[src/sv/bprsgd_pkg.sv]
// bprsgd_pkg: shared constants, types and the one-minus-sigmoid table
// used by the bpr sgd step unit; depends on nothing

package bprsgd_pkg;

    localparam int MaxFactors = 32;
    localparam int UserRows   = 1024;
    localparam int ItemRows   = 4096;
    localparam int FW         = $clog2(MaxFactors);
    localparam int UAW        = $clog2(UserRows) + FW;
    localparam int IAW        = $clog2(ItemRows) + FW;

    localparam logic [2:0] CMD_TRAIN   = 3'd0;
    localparam logic [2:0] CMD_WR_USER = 3'd1;
    localparam logic [2:0] CMD_WR_ITEM = 3'd2;
    localparam logic [2:0] CMD_RD_USER = 3'd3;
    localparam logic [2:0] CMD_RD_ITEM = 3'd4;

    localparam logic [2:0] REG_LEARN_RATE   = 3'd0;
    localparam logic [2:0] REG_REG_USER     = 3'd1;
    localparam logic [2:0] REG_REG_POS_ITEM = 3'd2;
    localparam logic [2:0] REG_REG_NEG_ITEM = 3'd3;
    localparam logic [2:0] REG_FACTORS_USED = 3'd4;

    // request from the sequencer to the shared update unit
    typedef struct packed {
        logic               start;
        logic signed [15:0] v;
        logic signed [16:0] dv;     // gradient factor before delta
        logic        [15:0] lam;
    } upd_req_t;

    // one minus sigmoid over x in [-8, 8) in steps of 1/16, built at elaboration
    function automatic logic [255:0][12:0] build_sig_table();
        logic [255:0][12:0] tbl;
        logic [63:0] e;
        logic [63:0] den;
        logic [63:0] rem;
        logic [12:0] q;
        tbl = '0;
        e   = 64'd1 << 30;
        for (int j = 0; j <= 128; j++) begin
            den = (64'd1 << 30) + e;
            rem = 64'd8192 * e + den;
            q   = '0;
            // restoring quotient of rem over 2*den, it stays below 2^13
            for (int b = 12; b >= 0; b--) begin
                if (rem >= ((64'd2 * den) << b)) begin
                    rem  = rem - ((64'd2 * den) << b);
                    q[b] = 1'b1;
                end
            end
            if (j < 128) tbl[128 + j] = q;
            if (j > 0) tbl[128 - j] = 13'd4096 - q;
            e = (e * 64'd1008687096 + (64'd1 << 29)) >> 30;
        end
        return tbl;
    endfunction

    localparam logic [255:0][12:0] SigTable = build_sig_table();

endpackage

[src/sv/bprsgd_mac.sv]
// bprsgd_mac: shared multiply unit for the element updates
// depends on bprsgd_pkg; an update runs through the phases below, one product in each but the last

module bprsgd_mac (
    input  logic                      aclk,
    input  logic                      aresetn,
    input  bprsgd_pkg::upd_req_t      req,
    input  logic [12:0]               delta,
    input  logic [15:0]               eta,
    output logic                      done,
    output logic signed [15:0]        result
);
    logic [2:0]          ph_reg;
    logic signed [31:0]  g_reg;
    logic signed [36:0]  t_reg;
    logic signed [15:0]  v_reg;
    logic [15:0]         lam_reg;
    logic signed [16:0]  dv_reg;
    logic signed [54:0]  p_reg;
    logic signed [63:0]  s_full;
    logic signed [33:0]  sum;

    // ph 1: g = delta*dv; 2: t = 16g - lam*v (one multiply); 3: eta*t; 4: round/sat
    always_ff @(posedge aclk) begin
        if (!aresetn) begin
            ph_reg <= '0;
        end else if (req.start) begin
            ph_reg <= 3'd1;
        end else if (ph_reg != 3'd0) begin
            ph_reg <= (ph_reg == 3'd4) ? 3'd0 : ph_reg + 3'd1;
        end
        if (req.start) begin
            v_reg   <= req.v;
            dv_reg  <= req.dv;
            lam_reg <= req.lam;
        end
        unique case (ph_reg)
            3'd1: g_reg <= 32'($signed({1'b0, delta}) * dv_reg);
            3'd2: t_reg <= 37'(($signed({{5{g_reg[31]}}, g_reg}) <<< 4)
                           - $signed({1'b0, lam_reg}) * v_reg);
            3'd3: p_reg <= 55'($signed({1'b0, eta}) * t_reg);
            default: ;
        endcase
    end

    assign s_full = (64'(p_reg) + 64'sd2147483648) >>> 32;
    assign sum    = 34'(s_full) + 34'(v_reg);
    assign done   = (ph_reg == 3'd4);
    assign result = (sum > 34'sd32767) ? 16'sd32767 :
                    (sum < -34'sd32768) ? -16'sd32768 : sum[15:0];
endmodule

[config.mk]
export PLATFORM = sky130hd
export DESIGN_NAME = bprsgd_mac
export DESIGN_NICKNAME = d
export VERILOG_FILES = /design/src/sv/bprsgd_pkg.sv /design/src/sv/bprsgd_mac.sv
export SDC_FILE = /design/constraint.sdc
export NUM_CORES = 2
export LEC_CHECK = 0
export BUFFER_PORTS_ARGS = -buffer_cell sky130_fd_sc_hd__buf_2
export CORE_ASPECT_RATIO = 1.75
export CORE_MARGIN = 4
export CORE_UTILIZATION = 50
export CTS_CLUSTER_DIAMETER = 60
export DETAILED_ROUTE_END_ITERATION = 8
export PLACE_DENSITY = 0.66
export SYNTH_ARGS = -nofsm -noshare
export SYNTH_HDL_FRONTEND = slang
export SYNTH_SLANG_ARGS = --single-unit
export TNS_END_PERCENT = 30
[constraint.sdc]
create_clock -name aclk -period 20.3 [get_ports aclk]
set_input_delay 2.03 -clock aclk [delete_from_list [all_inputs] [get_ports aclk]]
set_output_delay 2.03 -clock aclk [all_outputs]
set_load 0.05 [all_outputs]
==> results.toml <==
[route]
wl_mm = 111.0
drc = 0
drt_iter0_drc = 1403
avgRoutedWirePerCell_microns = 19.42
vias = 30480
firstDrtPassIters = 5
vias_per_cell = 5.330
antenna_left = 0

[placed_design]
place_congestion = 0.9337
dp_hpwl_mm = 92.01
port_buffers = 97

[critical_path]
regToRegSetupSlack_ps = 12550
crit_chain = "buf_2 > nand2_1 > fa_1 > fa_1 > fa_1 > inv_1 > fa_1 > fa_1 > inv_1 > fa_1 > inv_1 > ha_1 > nand4_1 > nor4_1 > o2111ai_1 > o22ai_1 > o21ai_1 > a21boi_0 > o21ai_1 > a21oi_1 > nor2_1 > o311ai_0"
cp-end-kind = "register"
startpoint = "eta[3]"
crit_required_ps = 20570
endpoint = "p_reg[52]"
reg2regPathDepth = 21
cp_slowest_cell = "buf_2"
path_max_fanout = 36
slowest_delay_ps = 720
startpoint_type = "primary input"
r2r_end = "p_reg[52]"
rr_startpoint = "t_reg[16]"
crit_top_cell = "fa_1"
arrival_ps = 9310
path_class = "in2reg"

[cts]
cts.clk_slew.worst_paths_ps = 60
cts_tree = "done"
cts_resized = 0
root_buffer = "clkbuf_16"
postCtsSetupBuffers = 0
clkSinkCount = 142
htreeDepth = 4
clk_path_buf_depth = 2
ctsHoldBuffers = 0
cts_buffers = 17
clkLatencyLatePin_ps = 490

[cells_and_area]
largest_reg_flops = 36
diodes = 0
fillerInstances = 7879
fin_nets = 5975
final_layout_size_suffix_gt1_share_pct = 3.986
syn_to_final_growth_pct = 4.827

[die]
dieWidth_microns = 229.8
die-area_sq_um = 91000
start_util_pct = 50.35
io_pins = 98
row_count = 142
core_sq_um = 85460
die_h_microns = 396.1

[synthesis]
syn_area_sq_um = 43030
synth_most_common_cell = "inv_1"
yosys_warnings = 0
synth_fp_nets = 5999
synth_area_leaders = "fa_1, ha_1, inv_1"
ys_seq_area_share_pct = 9.840
synth-seq-cells = 142
async_reset_ff_share_pct = 0
synth-edff-count = 139
synth_cell_types = 70
synth_area_leader_cell = "fa_1"
yosysTopAreaCellShare_pct = 45.83
synthTopCellsByCount = "inv_1, fa_1, nand2_1"
synthCells = 4577
avgSynthCellArea_sq_um = 9.401
synth_ff_type = "edfxtp_1"

[grt]
grt_max_degree = 52
grt_use_total_pct = 25.53
overflow = 0
grt_pass1_vias = 35010
antenna_found_initial = 0
grt_first_pass_wirelength_mm = 180.6

[timing]
finalSetupViolCount = 0
clock_skew_ps = 15.37
fin_tns_setup_ps = 0
worst_slew_pin_slew_ps = 1059
rsz0062_at_grt = "false"
period_share_pct = 44.51
maxSlewViolCount = 0
max_freq_mhz = 110.7
slew_headroom_pct = 28.67
hold_viol_final = 0
fin_crit_ps = 9035

[run]
max_cap_violations = 0

[worst_hold_path]
hold_class = "reg2reg"

[outcome]
status = "complete, no violations"
layout by cell type (no fill, tap or decap), types with 18 or more instances in the layout:
cell | netlist | routed
nor2_1 | 86 | 86
nand4_1 | 18 | 18
edfxtp_1 | 139 | 139
a21oi_1 | 92 | 92
fa_1 | 985 | 985
xnor2_1 | 90 | 90
xor2_1 | 39 | 39
buf_4 | 0 | 26
o21a_1 | 23 | 23
buf_2 | 1 | 97
nor3_1 | 22 | 22
a21o_1 | 38 | 38
nand2_1 | 651 | 651
o21ai_0 | 45 | 45
ha_1 | 356 | 356
inv_1 | 1178 | 1178
and2_1 | 443 | 443
critical path: cells and delay by family:
family,cells,cell delay (ps)
AO/OA/AOI/OAI,7,1790
adder cells (fa/ha/maj),7,3370
buffers and inverters,4,870
AND/OR/NAND/NOR,4,1220
worst min path at each step:
stage / from / to / slack [ps] / depth (start not counted)
detailed placement: ph_reg[1] / ph_reg[1] / 540 / 2
global route: ph_reg[1] / ph_reg[1] / 590 / 2
global placement: ph_reg[1] / ph_reg[1] / 540 / 2
finish: ph_reg[1] / ph_reg[1] / 550 / 2
CTS: ph_reg[1] / ph_reg[1] / 560 / 2
floorplan: ph_reg[1] / ph_reg[1] / 510 / 2
layout make-up:
class | instances | area, sq um | area share, %
Clock buffer | 17 | 425.4 | 0.9432
Clock inverter | 15 | 158.9 | 0.3523
Inverter | 1178 | 4422 | 9.803
Multi-Input combinational cell | 3091 | 33740 | 74.81
Sequential cell | 142 | 4234 | 9.387
Tap cell | 1152 | 1441 | 3.196
Timing Repair Buffer | 123 | 680.7 | 1.509
logic make-up (layout without fill, tap and decap cells):
logic type / Yosys count / in the layout / share of synthesized area [%]
XOR/XNOR: 129 / 129 / 2.626
AO/OA/AOI/OAI: 312 / 312 / 4.865
adder cells (fa/ha/maj): 1341 / 1341 / 56.18
buffers and inverters: 1344 / 1333 / 11.76
flip-flops: 142 / 142 / 9.840
AND/OR/NAND/NOR: 1308 / 1308 / 14.70
multiplexers: 1 / 1 / 0.02326
layer usage:
layer | track usage (%) | wire [microns] | vias up
li1 | - | - | 13440
met1 | 25.21 | 36160 | 15760
met2 | 50.55 | 62760 | 882
met3 | 2.760 | 4197 | 397
met4 | 14.91 | 7915 | 0
met5 | 0 | 0 | -
per-stage QoR:
step / hold WS, ps / setup slack [ps] / instances / util [%] / cell area (sq um)
detailed placement: 544.9 / 10860 / 5686 / 52.10 / 44520
CTS: 555.7 / 11360 / 5718 / 52.78 / 45100
floorplan: 513.6 / 12170 / 4577 / - / 43030
global placement: 543.8 / 10980 / 5686 / 52.10 / 44520
finish: 549.8 / 11260 / 5718 / 52.78 / 45100
global route: 585.1 / 10970 / 5718 / 52.78 / 45100
Power is left out: the tool's default activity adds up to more than one toggle a clock period on the data nets, which glitch-free logic cannot reach.
